===== src/rtl/char_stream_tokenizer_assert.svh =====
// assertion macros shared by the tokenizer modules
// every check is sampled on clock and is off while reset is high
`ifndef CHAR_STREAM_TOKENIZER_ASSERT_SVH
`define CHAR_STREAM_TOKENIZER_ASSERT_SVH

// consequent must hold in the same cycle as the antecedent
`define CST_ASSERT_NOW(lbl, ante, cons) \
   lbl: assert property (@(posedge clock) disable iff (reset) (ante) |-> (cons)) \
      else $error("tokenizer check failed");

// consequent must hold in the cycle after the antecedent
`define CST_ASSERT_NEXT(lbl, ante, cons) \
   lbl: assert property (@(posedge clock) disable iff (reset) (ante) |=> (cons)) \
      else $error("tokenizer check failed");

`endif


===== src/rtl/cst_pkg.sv =====
package cst_pkg;

   // token kind codes on the result channel
   typedef enum logic [4:0] {
      TK_INT    = 5'd0,
      TK_FLOAT  = 5'd1,
      TK_COUT   = 5'd2,
      TK_LSHIFT = 5'd3,
      TK_LPAREN = 5'd4,
      TK_RPAREN = 5'd5,
      TK_ADD    = 5'd6,
      TK_MUL    = 5'd7,
      TK_IDENT  = 5'd8,
      TK_NUM    = 5'd9,
      TK_ERROR  = 5'd10,
      TK_END    = 5'd11,
      TK_EQUAL  = 5'd12,
      TK_SEMI   = 5'd13,
      TK_VOID   = 5'd14,
      TK_LCURLY = 5'd15,
      TK_RCURLY = 5'd16
   } tok_type;

   // input word kinds
   localparam logic KIND_CHAR = 1'b0;
   localparam logic KIND_EOI  = 1'b1;

   // keyword tables: int, float, cout, void
   localparam int NUM_KW = 4;
   localparam int LEN_W  = 3;
   localparam logic [7:0] KW_CHAR [NUM_KW][2**LEN_W] = '{
      '{"i", "n", "t", 8'h00, 8'h00, 8'h00, 8'h00, 8'h00},
      '{"f", "l", "o", "a",   "t",   8'h00, 8'h00, 8'h00},
      '{"c", "o", "u", "t",   8'h00, 8'h00, 8'h00, 8'h00},
      '{"v", "o", "i", "d",   8'h00, 8'h00, 8'h00, 8'h00}
   };
   localparam logic [LEN_W-1:0] KW_LEN [NUM_KW] = '{3'd3, 3'd5, 3'd4, 3'd4};
   localparam tok_type KW_TOK [NUM_KW] = '{TK_INT, TK_FLOAT, TK_COUT, TK_VOID};

   // token queue between scanner and output side (depth a power of two)
   localparam int QUEUE_DEPTH = 4;
   localparam int QPTR_W      = $clog2(QUEUE_DEPTH);
   localparam int QCNT_W      = $clog2(QUEUE_DEPTH + 1);

   // one queue word: one or two tokens caused by one input word
   typedef struct packed {
      logic    two;
      tok_type tok_a;
      tok_type tok_b;
   } tok_entry_type;

   // queue status seen by both sides
   typedef struct packed {
      logic empty;
      logic full;
   } q_status_type;

endpackage


===== src/rtl/cst_front.sv =====
module cst_front (
   input  logic                  clock,
   input  logic                  reset,
   input  logic                  req_valid,
   input  logic                  req_kind,
   input  logic [7:0]            req_ch,
   output logic                  req_stall,
   input  cst_pkg::q_status_type q_status,
   output logic                  push,
   output cst_pkg::tok_entry_type push_entry
);

   typedef enum logic [2:0] {
      MODE_IDLE    = 3'd0,
      MODE_INT     = 3'd1,
      MODE_LEADDOT = 3'd2,
      MODE_FRAC    = 3'd3,
      MODE_IDENT   = 3'd4,
      MODE_LESS    = 3'd5
   } mode_type;

   mode_type                        mode_ff, mode_in;
   logic [cst_pkg::NUM_KW-1:0]      flags_ff, flags_in;
   logic [cst_pkg::LEN_W-1:0]       len_ff, len_in;

   logic                            accept;
   logic                            is_digit, is_alpha, is_space;
   logic [cst_pkg::NUM_KW-1:0]      start_flags, cont_flags;
   logic [cst_pkg::LEN_W-1:0]       len_sat;
   cst_pkg::tok_type                ident_tok;
   mode_type                        idle_mode;
   logic                            idle_has;
   cst_pkg::tok_type                idle_tok;
   logic                            has_a, has_b, rescan;
   cst_pkg::tok_type                tok_a, tok_b;

   assign req_stall = q_status.full;
   assign accept    = req_valid && !q_status.full;

   // character classes
   assign is_digit = (req_ch >= "0") && (req_ch <= "9");
   assign is_alpha = ((req_ch >= "A") && (req_ch <= "Z")) ||
                     ((req_ch >= "a") && (req_ch <= "z"));
   assign is_space = (req_ch == " ") || ((req_ch >= 8'd9) && (req_ch <= 8'd13));

   // keyword prefix tracking
   always_comb begin
      for (int k = 0; k < cst_pkg::NUM_KW; k++) begin
         start_flags[k] = (cst_pkg::KW_CHAR[k][0] == req_ch);
         cont_flags[k]  = flags_ff[k] && (len_ff < cst_pkg::KW_LEN[k]) &&
                          (cst_pkg::KW_CHAR[k][len_ff] == req_ch);
      end
      len_sat = (len_ff == {cst_pkg::LEN_W{1'b1}}) ? len_ff : len_ff + 1'b1;
   end

   // keyword lookup of the pending identifier, lowest keyword wins
   always_comb begin
      ident_tok = cst_pkg::TK_IDENT;
      for (int k = cst_pkg::NUM_KW - 1; k >= 0; k--) begin
         if (flags_ff[k] && (len_ff == cst_pkg::KW_LEN[k])) begin
            ident_tok = cst_pkg::KW_TOK[k];
         end
      end
   end

   // classification of a character seen between tokens
   always_comb begin
      idle_mode = MODE_IDLE;
      idle_has  = 1'b0;
      idle_tok  = cst_pkg::TK_ERROR;
      if (is_space) begin
         idle_has = 1'b0;
      end else if (is_digit) begin
         idle_mode = MODE_INT;
      end else if (req_ch == ".") begin
         idle_mode = MODE_LEADDOT;
      end else if (is_alpha) begin
         idle_mode = MODE_IDENT;
      end else begin
         idle_has = 1'b1;
         case (req_ch)
            "<": begin
               idle_mode = MODE_LESS;
               idle_has  = 1'b0;
            end
            "+", "-": idle_tok = cst_pkg::TK_ADD;
            "*", "/": idle_tok = cst_pkg::TK_MUL;
            "(":      idle_tok = cst_pkg::TK_LPAREN;
            ")":      idle_tok = cst_pkg::TK_RPAREN;
            "=":      idle_tok = cst_pkg::TK_EQUAL;
            ";":      idle_tok = cst_pkg::TK_SEMI;
            "{":      idle_tok = cst_pkg::TK_LCURLY;
            "}":      idle_tok = cst_pkg::TK_RCURLY;
            default:  idle_tok = cst_pkg::TK_ERROR;
         endcase
      end
   end

   // scanner step: next state and up to two tokens
   always_comb begin
      mode_in  = mode_ff;
      flags_in = flags_ff;
      len_in   = len_ff;
      has_a    = 1'b0;
      has_b    = 1'b0;
      tok_a    = cst_pkg::TK_END;
      tok_b    = cst_pkg::TK_END;
      rescan   = 1'b0;
      if (req_kind == cst_pkg::KIND_EOI) begin
         // flush the pending token, then the end token
         has_a = 1'b1;
         case (mode_ff)
            MODE_INT, MODE_LEADDOT, MODE_FRAC: tok_a = cst_pkg::TK_NUM;
            MODE_IDENT:                        tok_a = ident_tok;
            MODE_LESS:                         tok_a = cst_pkg::TK_ERROR;
            default:                           has_a = 1'b0;
         endcase
         if (has_a) begin
            has_b = 1'b1;
            tok_b = cst_pkg::TK_END;
         end else begin
            has_a = 1'b1;
            tok_a = cst_pkg::TK_END;
         end
         mode_in  = MODE_IDLE;
         flags_in = '0;
         len_in   = '0;
      end else begin
         case (mode_ff)
            MODE_INT: begin
               if (req_ch == ".") begin
                  mode_in = MODE_FRAC;
               end else if (!is_digit) begin
                  has_a  = 1'b1;
                  tok_a  = cst_pkg::TK_NUM;
                  rescan = 1'b1;
               end
            end
            MODE_LEADDOT, MODE_FRAC: begin
               if (!is_digit) begin
                  has_a  = 1'b1;
                  tok_a  = cst_pkg::TK_NUM;
                  rescan = 1'b1;
               end
            end
            MODE_IDENT: begin
               if (is_alpha || is_digit) begin
                  flags_in = cont_flags;
                  len_in   = len_sat;
               end else begin
                  has_a    = 1'b1;
                  tok_a    = ident_tok;
                  flags_in = '0;
                  len_in   = '0;
                  rescan   = 1'b1;
               end
            end
            MODE_LESS: begin
               has_a   = 1'b1;
               tok_a   = (req_ch == "<") ? cst_pkg::TK_LSHIFT : cst_pkg::TK_ERROR;
               mode_in = MODE_IDLE;
            end
            default: rescan = 1'b1;
         endcase
         // the terminating character starts over from idle
         if (rescan) begin
            mode_in = idle_mode;
            if (idle_mode == MODE_IDENT) begin
               flags_in = start_flags;
               len_in   = {{(cst_pkg::LEN_W-1){1'b0}}, 1'b1};
            end
            if (idle_has) begin
               if (has_a) begin
                  has_b = 1'b1;
                  tok_b = idle_tok;
               end else begin
                  has_a = 1'b1;
                  tok_a = idle_tok;
               end
            end
         end
      end
   end

   assign push             = accept && has_a;
   assign push_entry.two   = has_b;
   assign push_entry.tok_a = tok_a;
   assign push_entry.tok_b = tok_b;

   // scanner state
   always_ff @(posedge clock) begin
      if (reset) begin
         mode_ff  <= MODE_IDLE;
         flags_ff <= '0;
         len_ff   <= '0;
      end else if (accept) begin
         mode_ff  <= mode_in;
         flags_ff <= flags_in;
         len_ff   <= len_in;
      end
   end

endmodule


===== src/rtl/cst_queue.sv =====
`include "char_stream_tokenizer_assert.svh"

module cst_queue (
   input  logic                   clock,
   input  logic                   reset,
   input  logic                   push,
   input  cst_pkg::tok_entry_type push_entry,
   input  logic                   pop,
   output cst_pkg::tok_entry_type head_entry,
   output cst_pkg::q_status_type  q_status
);

   cst_pkg::tok_entry_type         store_ff [cst_pkg::QUEUE_DEPTH];
   logic [cst_pkg::QPTR_W-1:0]     wr_ptr_ff, wr_ptr_in;
   logic [cst_pkg::QPTR_W-1:0]     rd_ptr_ff, rd_ptr_in;
   logic [cst_pkg::QCNT_W-1:0]     count_ff, count_in;

   assign q_status.empty = (count_ff == '0);
   assign q_status.full  = (count_ff == cst_pkg::QCNT_W'(cst_pkg::QUEUE_DEPTH));
   assign head_entry     = store_ff[rd_ptr_ff];

   // pointer and fill count update
   always_comb begin
      wr_ptr_in = push ? wr_ptr_ff + 1'b1 : wr_ptr_ff;
      rd_ptr_in = pop ? rd_ptr_ff + 1'b1 : rd_ptr_ff;
      count_in  = count_ff;
      if (push && !pop) begin
         count_in = count_ff + 1'b1;
      end else if (pop && !push) begin
         count_in = count_ff - 1'b1;
      end
   end

   always_ff @(posedge clock) begin
      if (reset) begin
         wr_ptr_ff <= '0;
         rd_ptr_ff <= '0;
         count_ff  <= '0;
      end else begin
         wr_ptr_ff <= wr_ptr_in;
         rd_ptr_ff <= rd_ptr_in;
         count_ff  <= count_in;
      end
   end

   // word storage
   always_ff @(posedge clock) begin
      if (push) begin
         store_ff[wr_ptr_ff] <= push_entry;
      end
   end

   `CST_ASSERT_NOW(a_no_overflow, push, !q_status.full)
   `CST_ASSERT_NOW(a_no_underflow, pop, !q_status.empty)

endmodule


===== src/rtl/cst_back.sv =====
`include "char_stream_tokenizer_assert.svh"

module cst_back (
   input  logic                   clock,
   input  logic                   reset,
   input  cst_pkg::tok_entry_type head_entry,
   input  cst_pkg::q_status_type  q_status,
   output logic                   pop,
   output logic                   rsp_valid,
   input  logic                   rsp_stall,
   output logic [4:0]             rsp_token_kind,
   output logic                   rsp_last
);

   logic             rsp_valid_ff, rsp_valid_in;
   logic [4:0]       rsp_token_kind_ff, rsp_token_kind_in;
   logic             rsp_last_ff, rsp_last_in;
   logic             half_ff, half_in;
   logic             load, take;

   // output register frees up when empty or when its word is taken
   assign load = !rsp_valid_ff || !rsp_stall;
   assign take = load && !q_status.empty;
   assign pop  = take && (!head_entry.two || half_ff);

   // split a two-token word over two output words
   always_comb begin
      rsp_valid_in      = rsp_valid_ff;
      rsp_token_kind_in = rsp_token_kind_ff;
      rsp_last_in       = rsp_last_ff;
      half_in           = half_ff;
      if (take) begin
         rsp_valid_in      = 1'b1;
         rsp_token_kind_in = half_ff ? head_entry.tok_b : head_entry.tok_a;
         rsp_last_in       = !head_entry.two || half_ff;
         half_in           = head_entry.two && !half_ff;
      end else if (load) begin
         rsp_valid_in = 1'b0;
      end
   end

   always_ff @(posedge clock) begin
      if (reset) begin
         rsp_valid_ff <= 1'b0;
         half_ff      <= 1'b0;
      end else begin
         rsp_valid_ff <= rsp_valid_in;
         half_ff      <= half_in;
      end
      rsp_token_kind_ff <= rsp_token_kind_in;
      rsp_last_ff       <= rsp_last_in;
   end

   assign rsp_valid      = rsp_valid_ff;
   assign rsp_token_kind = rsp_token_kind_ff;
   assign rsp_last       = rsp_last_ff;

   `CST_ASSERT_NEXT(a_first_of_pair, take && head_entry.two && !half_ff,
                    rsp_valid_ff && !rsp_last_ff && half_ff)
   `CST_ASSERT_NEXT(a_pop_marks_last, pop, rsp_valid_ff && rsp_last_ff && !half_ff)

endmodule


===== src/rtl/char_stream_tokenizer.sv =====
// Character stream tokenizer. Each req word carries one source byte (req_kind 0)
// or an end-of-input mark (req_kind 1); each rsp word carries one token kind,
// with rsp_last set on the final token caused by a req word. Numbers, identifiers
// (int, float, cout and void are recognized as keywords), '<<' and single-character
// operators and brackets are tokenized; a byte that ends a number or identifier is
// scanned again, so one byte can give two tokens, and end of input flushes the
// pending token before the end token. The scanner takes one byte per cycle while
// req_stall is low, with a registered state update, and sends its tokens through
// a four-word queue, which raises req_stall only when full, to the output register;
// that sends one token per cycle while rsp_stall is low, one rsp word per token.
module char_stream_tokenizer (
   input  logic       clock,
   input  logic       reset,
   input  logic       req_valid,
   output logic       req_stall,
   input  logic       req_kind,
   input  logic [7:0] req_ch,
   output logic       rsp_valid,
   input  logic       rsp_stall,
   output logic [4:0] rsp_token_kind,
   output logic       rsp_last
);

   cst_pkg::q_status_type  q_status;
   cst_pkg::tok_entry_type push_entry;
   cst_pkg::tok_entry_type head_entry;
   logic                   push;
   logic                   pop;

   // scanner
   cst_front u_front (
      .clock      (clock),
      .reset      (reset),
      .req_valid  (req_valid),
      .req_kind   (req_kind),
      .req_ch     (req_ch),
      .req_stall  (req_stall),
      .q_status   (q_status),
      .push       (push),
      .push_entry (push_entry)
   );

   // token queue
   cst_queue u_queue (
      .clock      (clock),
      .reset      (reset),
      .push       (push),
      .push_entry (push_entry),
      .pop        (pop),
      .head_entry (head_entry),
      .q_status   (q_status)
   );

   // output side
   cst_back u_back (
      .clock          (clock),
      .reset          (reset),
      .head_entry     (head_entry),
      .q_status       (q_status),
      .pop            (pop),
      .rsp_valid      (rsp_valid),
      .rsp_stall      (rsp_stall),
      .rsp_token_kind (rsp_token_kind),
      .rsp_last       (rsp_last)
   );

endmodule


===== config.mk =====
export PLATFORM = sky130hd
export DESIGN_NAME = char_stream_tokenizer
export DESIGN_NICKNAME = d
export VERILOG_FILES = /design/src/rtl/cst_pkg.sv /design/src/rtl/cst_front.sv /design/src/rtl/cst_queue.sv /design/src/rtl/cst_back.sv /design/src/rtl/char_stream_tokenizer.sv
export VERILOG_INCLUDE_DIRS = /design/src /design/src/rtl
export SDC_FILE = /design/constraint.sdc
export NUM_CORES = 1
export LEC_CHECK = 0
export ABC_AREA = 1
export BUFFER_PORTS_ARGS = -buffer_cell sky130_fd_sc_hd__buf_2
export CAP_MARGIN = 25
export CORE_ASPECT_RATIO = 0.6
export CORE_UTILIZATION = 40
export CTS_CLUSTER_SIZE = 10
export DETAILED_ROUTE_END_ITERATION = 10
export SYNTH_ARGS = -nofsm -noshare
export SYNTH_HDL_FRONTEND = slang
export SYNTH_SLANG_ARGS = --single-unit

===== constraint.sdc =====
create_clock -name clock -period 3.8 [get_ports clock]
set_input_delay 0.38 -clock clock [delete_from_list [all_inputs] [get_ports clock]]
set_output_delay 0.38 -clock clock [all_outputs]
set_load 0.005 [all_outputs]

==> impl_summary.log, run 1 <==
INFO  metric core-area = between 0.01 and 0.015 sq mm
INFO  metric gr_usage_total = 20.5%
INFO  metric ant_nets = 0
INFO  metric drt_pass1_iterations = 7
INFO  metric dr_total_vias = between 3,000 and 4,000
INFO  metric wire_length_of_the_first_global_routing_pass = roughly 17 mm
INFO  metric critical_path_required = 3.86 ns
INFO  metric instances_no_fill = 690
INFO  metric cts-root-buf = clkbuf_16
INFO  metric placementRows = 29
INFO  metric synth_edf_count = 50
INFO  metric ir_drop_worst_case_vdd = 315 uV
INFO  metric p_leak = 1.99 nW
INFO  metric dp.cells = slightly below 700
INFO  metric timing.max_slew.rel_slack = 57.2%
INFO  metric yosysWarnings = 0
INFO  metric top_level_ports = 21
INFO  metric antenna_diode_count = 0
INFO  metric post_route_cells_drive_above_1_share = a little under a fifth
INFO  metric cellPowerDensity = about 560 mW/mm^2
INFO  metric sw_frac_of_total = a little under a third
INFO  metric tritoncts.num_buffers = 9
INFO  metric met1Wirelength = between 5 and 6 mm
INFO  metric synth_top_area_cell = edfxtp_1
INFO  metric outcome = finished, final reports clean
INFO  metric worst_slew_pin_slew = between 0.6 and 0.7 ns
INFO  metric cts_tree = done
INFO  metric seq_power_share = a little under two fifths
INFO  metric layout-area-overhead-vs-synth = 12.4%
INFO  metric finalWeightedCongestion = between 1 and 1.5
INFO  metric num-nets-final = between 500 and 600
INFO  metric htree_levels = 3
INFO  metric hold_violations = 0
INFO  metric dp_hpwl = 7.76 mm
INFO  metric global_route.overflow_total = 0
INFO  metric worst-setup-path-type = register to register
INFO  metric postCtsSetupRepairBufs = 0
INFO  metric clk_latency = approximately 0.33 ns
INFO  metric layout_worst_path_cycle_share = 70.9%
INFO  metric first_global_vias = between 3,000 and 4,000
INFO  metric drt_wl_total = 10.5 mm
INFO  metric synthDistinctLibCells = 41
INFO  metric fillers = roughly 1,000
INFO  metric timing.critical_path.fanout_max = 11
INFO  metric seq_area_frac_synth = ~44%
INFO  metric endpoint_kind_of_the_worst_setup_timing_path = register
INFO  metric cts-hold-fix-buffers = 0
INFO  metric route.top_layer_used = met4
INFO  metric post_drt_wl_per_cell = between 15 and 20 um
INFO  metric route.detailed.drc = 0
INFO  metric ys_dominant_reg_cell = edfxtp_1
INFO  metric numPortBuffers = 20
INFO  metric die_height = slightly above 80 um
INFO  metric chipWidth = between 100 and 150 um
INFO  metric unrepaired_setup_endpoints_after_global_routing = no
INFO  metric clock_transition_at_the_registers_of_the_reported_paths = 0.05 ns
INFO  metric p_clk_share = 33.6%
INFO  metric synth_top_area_share = about 35%
INFO  metric syn_area = between 0.004 and 0.005 sq mm
INFO  metric initial_utilization = 41.2%
INFO  metric number_of_violations_of_the_max_capacitance_limit = 0
INFO  metric final.setup.tns = 0 ns
INFO  metric grt_max_degree = 24
INFO  metric async_flop_share = 0%
INFO  metric setup.worst_path.start_class = register
INFO  metric timing.final.setup_violations = 0
INFO  metric combPwrFrac = 28.2%
INFO  metric numClockSinks = 71
INFO  metric max-clock-path-buffers = 2
INFO  metric netSwitchingPower = roughly 0.86 mW
INFO  metric critical_path_arrival = roughly 2.8 ns
INFO  metric slew_violations = 0
INFO  metric floorplan.die_area = roughly 0.011 sq mm
INFO  metric hold_class = primary input to register
INFO  metric syn_inst = approximately 530
INFO  metric synth.net_count = 550
INFO  metric post-route-util = 46.3%
INFO  metric syn_area_per_cell = a little over 8 sq um
INFO  metric timing.clock.skew = between 0.007 and 0.008 ns
INFO  metric grt_antenna_before_repair = 0
INFO  metric routed-wl-met2 = a little under 4 mm
INFO  metric ys_seq_elements = 71
INFO  metric synth_area_leaders = edfxtp_1 35%, dfxtp_1 9.7%, nand2_1 7.5%
INFO  metric fmaxAchievable = around 370 MHz
INFO  metric cell_internal_pwr = 1.88 mW
INFO  metric avgViaCountPerCell = between 5 and 6
INFO  metric final_period_minus_worst_setup_slack = approximately 2.7 ns
INFO  metric iteration_0_drc_count_of_the_detailed_router = 440
INFO  metric post_cts_resize_count = 0
INFO  metric route.met3.wl = just over 900 um
critical path, stage by stage (launching register included):
cell	delay (ns)
dfxtp_1	0.40
clkinv_1	0.33
ha_1	0.39
nand2_1	0.23
o211ai_1	0.15
nor4_1	0.33
nand3_1	0.12
a31oi_1	0.48
area by class of cell:
type	count	area [sq um]	area share, %
clock buffer	10	229	4.68
clock inverter	5	97.6	1.99
inverter	63	244	4.99
multi-input combinational	375	2070	42.4
sequential	71	1920	39.3
tap	139	174	3.55
timing repair buffer	27	153	3.12
worst paths after layout:
check | startpoint | endpoint | slack, ns | depth (start not counted)
worst max-delay path | u_front.len_ff[1] | u_queue.store_ff[0][7] | 1.11 | 7
worst min-delay path | reset | u_front.flags_ff[1] | 0.35 | 2
worst max register to register | u_front.len_ff[1] | u_queue.store_ff[0][7] | 1.11 | 7
worst min register to register | u_queue.rd_ptr_ff[1] | u_queue.rd_ptr_ff[1] | 0.47 | 2
flip-flops by register name, summed over array words and instances (netlist names), named ones only:
register / cells
u_queue.count_ff: 3
u_back.rsp_valid: 1
u_queue.wr_ptr_ff: 2
u_front.flags_ff: 4
u_back.rsp_last: 1
u_front.mode_ff: 3
u_queue.store_ff: 44
u_back.rsp_token_kind: 5
u_queue.rd_ptr_ff: 2
u_front.len_ff: 3
u_back.half_ff: 1
cells in the final DEF (no fill, tap or decap), drive strengths merged, types with 2 or more instances in the layout:
cell,Yosys,final
nor2,96,96
clkbuf,9,10
o22ai,9,9
dfxtp,21,21
nor3,6,6
nand3,43,43
buf,8,27
bufinv,0,3
edfxtp,50,50
o2111ai,2,2
o211ai,3,3
nand2,107,107
nand4,5,5
clkinv,2,4
o21ai,49,49
ha,10,10
inv,61,61
a31oi,9,9
a21oi,25,25
xor2,5,5
synthesized netlist by cell type (2+ instances only):
cell       number
clkbuf_1        9
nand3_1        35
nand3_2         3
xor2_1          5
edfxtp_1       50
a21oi_2         2
nor2_2          6
inv_1          47
ha_1           10
nor2_1         83
buf_6           5
nand2_4         9
nor3_1          5
nand3_4         5
nand2_1        87
o21ai_1         8
nor2_4          5
o2111ai_1       2
o211ai_1        3
o22ai_1         8
dfxtp_1        21
a21oi_1        23
nor2_8          2
buf_4           3
o21ai_0        40
nand4_1         5
inv_2          13
nand2_2        11
a31oi_1         9
per-layer routing:
metal / vias up / global-route usage (%)
met1: 1687 / 30.5
met3: 11 / 6.62
met4: 0 / 6.89
met5: - / 0
li1: 1804 / -
met2: 124 / 27.3
cells by family after synthesis:
group                      Yosys count  synth area share (%)
buffers and inverters               80                  8.19
DFF                                 71                  44.2
AOI/OAI and AO/OA                  101                  13.3
adders and majority gates           11                  3.34
xor gates and xnor gates             5                  1.01
and+or+nand+nor                    258                  30.0
power groups by stage:
stage | Combinational, mW | Sequential [mW] | Clock (mW)
finish | 0.774 | 1.05 | 0.924
global route | 0.884 | 1.07 | 0.982
CTS | 0.777 | 1.05 | 0.948
detailed placement | 0.770 | 1.07 | 0
global placement | 0.762 | 1.07 | 0
floorplan | 0.543 | 1.06 | 0
through the flow:
stage	total power, mW	hold slack, ns	setup WS (ns)	area, sq um
2_1_floorplan	1.60	0.436	1.26	4350
4_1_cts	2.78	0.332	1.12	4890
3_3_place_gp	1.83	0.457	0.983	4570
6_report	2.75	0.346	1.11	4890
3_5_place_dp	1.84	0.460	0.915	4570
5_1_grt	2.93	0.375	0.813	4890
Power figures use the tool's default switching activity.
==> run 2: changes to the inputs <==
- clock period: 3.8 -> 2.28 ns (I/O delays scaled with it)
==> impl_summary.log, run 2 (synthesis gave the netlist of run 1 again) <==
INFO  metric timing.final.setup_violations = 0 (unchanged)
INFO  metric postLayoutSetupSlackWorst = 0.121 ns (-0.986 ns)
INFO  metric postCtsSetupRepairBufs = 0 (unchanged)
INFO  metric place_area = 0.00500 sq mm (+9.4%)
INFO  metric global_route.overflow_total = 0 (unchanged)
INFO  metric endpoint_kind_of_the_worst_setup_timing_path = register
INFO  metric floorplan.die_area = 0.0113 sq mm (unchanged)
INFO  metric dp_hpwl = 8.85 mm (+14%)
INFO  metric num-nets-final = 625 (+9.5%)
INFO  metric route.detailed.drc = 0 (unchanged)
INFO  metric cts-hold-fix-buffers = 0 (unchanged)
INFO  metric fmaxAchievable = 463 MHz (+25%)
INFO  metric p_leak = 2.21 nW (+11%)
INFO  metric crit_family = simple AND/OR/NAND/NOR gates
INFO  metric worstPathCellList = inv_2 -> nand2_2 -> nor2_4 -> nand2_4 -> nand2_4 -> nand2_4 -> nand3_4 -> nor2_2 -> nand2_2 -> nand2_4 -> inv_4 -> ha_2 -> inv_2 -> fa_2 -> a21oi_1 -> o21ai_1 -> o21ai_1 -> a21oi_1
INFO  metric avgViaCountPerCell = 5.17 (-1.6%)
INFO  metric critical_path_required = 2.50 ns (-1.36 ns)
INFO  metric post_route_cells_drive_above_1_share = 27.1% (+8.7 points)
INFO  metric final_period_minus_worst_setup_slack = 2.16 ns (-0.534 ns)
INFO  metric antenna_diode_count = 0 (unchanged)
INFO  metric cellPowerDensity = 836 mW/mm^2 (+49%)
INFO  metric mostFrequentLayoutCells = 86 x nand2_1, 82 x nor2_1, 60 x buf_4
INFO  metric clk_latency = 0.33 ns (about the same)
INFO  metric dr_total_vias = 3,853 (+6.3%)
INFO  metric regArea = 0.00192 sq mm (+0.13%)
INFO  metric critical_path_arrival = 2.37 ns (-0.38 ns)
INFO  metric gr_usage_total = 22.2% (+1.7 points)
INFO  metric top_register = u_queue.store_ff
INFO  metric cp_common_cell = nand2_4
INFO  metric final_common_cell = nand2_1
INFO  metric instances_no_fill = 745 (+8.0%)
INFO  metric drt_pass1_iterations = 5 (-2)
INFO  metric first_global_vias = 3,546 (+8.5%)
INFO  metric design_power_total = 4.40 mW (+60%)
INFO  metric timing.clock.skew = 0.00379 ns (-0.00403 ns)
INFO  metric numPortBuffers = 20 (unchanged)
INFO  metric final.hold.worst_slack = 0.229 ns (-0.117 ns)
INFO  metric cpMaxStageDelayCell = fa_2
INFO  metric grt_max_degree = 21 (-13%)
INFO  metric setup.worst_path.start_class = register
INFO  metric placement.setup.worst_slack = -0.0797 ns (-0.995 ns)
INFO  metric final.setup.tns = 0 ns (unchanged)
INFO  metric finalWeightedCongestion = 0.894 (-17%)
INFO  metric post_drt_wl_per_cell = 15.2 um (+0.18%)
INFO  metric ir_drop_worst_case_vdd = 558 uV (+77%)
INFO  metric timing.critical_path.fanout_max = 4 (-7)
INFO  metric top_level_ports = 21 (unchanged)
INFO  metric numClockSinks = 71 (unchanged)
INFO  metric chipWidth = 137 um (unchanged)
INFO  metric hold_class = primary input to register
INFO  metric die_height = 82.8 um (unchanged)
INFO  metric worst_slew_pin_slew = 0.586 ns (-0.0511 ns)
INFO  metric slowest_delay = 0.33 ns (-0.15 ns)
INFO  metric outcome = finished, final reports clean
INFO  metric clock_transition_at_the_registers_of_the_reported_paths = 0.05 ns (about the same)
INFO  metric multi_input_area = 0.00210 sq mm (+1.1%)
INFO  metric worst-setup-path-type = register to register
INFO  metric unrepaired_setup_endpoints_after_global_routing = yes
INFO  metric layout-area-overhead-vs-synth = 21.1%
INFO  metric cts_tree = done
INFO  metric grt_antenna_before_repair = 0 (unchanged)
INFO  metric tritoncts.num_buffers = 9 (unchanged)
INFO  metric layout_worst_path_cycle_share = 94.7% (+24 points)
INFO  metric post-route-util = 49.9% (+3.6 points)
INFO  metric post_cts_resize_count = 0 (unchanged)
INFO  metric core-area = 0.0106 sq mm (unchanged)
INFO  metric wire_length_of_the_first_global_routing_pass = 18.4 mm (+8.5%)
INFO  metric cts-root-buf = clkbuf_16
INFO  metric design_area = 0.00527 sq mm (+7.7%)
INFO  metric max_ffs_per_register = 44 (unchanged)
INFO  metric timing.max_slew.rel_slack = 60.5% (+3.3 points)
INFO  metric fillers = 1,026 (+1.6%)
INFO  metric htree_levels = 3 (unchanged)
INFO  metric hold_violations = 0 (unchanged)
INFO  metric critPathBufInv = 3 (+2)
INFO  metric slew_violations = 0 (unchanged)
INFO  metric iteration_0_drc_count_of_the_detailed_router = 331 (-25%)
INFO  metric drt_wl_total = 11.3 mm (+8.2%)
INFO  metric number_of_violations_of_the_max_capacitance_limit = 0 (unchanged)
INFO  metric ant_nets = 0 (unchanged)
INFO  metric max-clock-path-buffers = 2 (unchanged)
INFO  metric initial_utilization = 41.2% (unchanged)
INFO  metric placementRows = 29 (unchanged)
INFO  metric dp.cells = 729 (+8.0%)
## run 2: area by class of cell
type | count | area share (%)
well taps | 139 | 3.30
inverters | 63 | 4.68
multi-input cells | 375 | 39.8
repair buffers | 81 | 10.8
flip-flops and latches | 71 | 36.5
clock buffers | 11 | 4.42
clock inverters | 5 | 0.475
## run 2: worst paths after layout
path                              from              endpoint  slack [ns]  cells past startpoint
setup / recovery    u_front.mode_ff[1]   u_queue.count_ff[2]        0.12                     18
hold / removal                   reset   u_front.flags_ff[0]        0.23                      2
setup reg to reg    u_front.mode_ff[1]   u_queue.count_ff[2]        0.12                     18
hold reg to reg   u_queue.rd_ptr_ff[1]  u_queue.rd_ptr_ff[1]        0.48                      2
## run 2: power breakdown
part / internal (mW) / switching (mW) / leakage, nW
logic: 0.540 / 0.907 / 1.48
clock network: 0.724 / 0.489 / 0.124
registers: 1.66 / 0.0857 / 0.613
total: 2.92 / 1.48 / 2.21
## run 2: metal layers
layer	vias to the layer above	track usage, %	part of all wire (%)
li1	1917	-	-
met1	1783	34.4	52
met2	141	28.9	37
met3	12	6.80	9.2
met4	0	5.67	0.86
met5	-	0	0
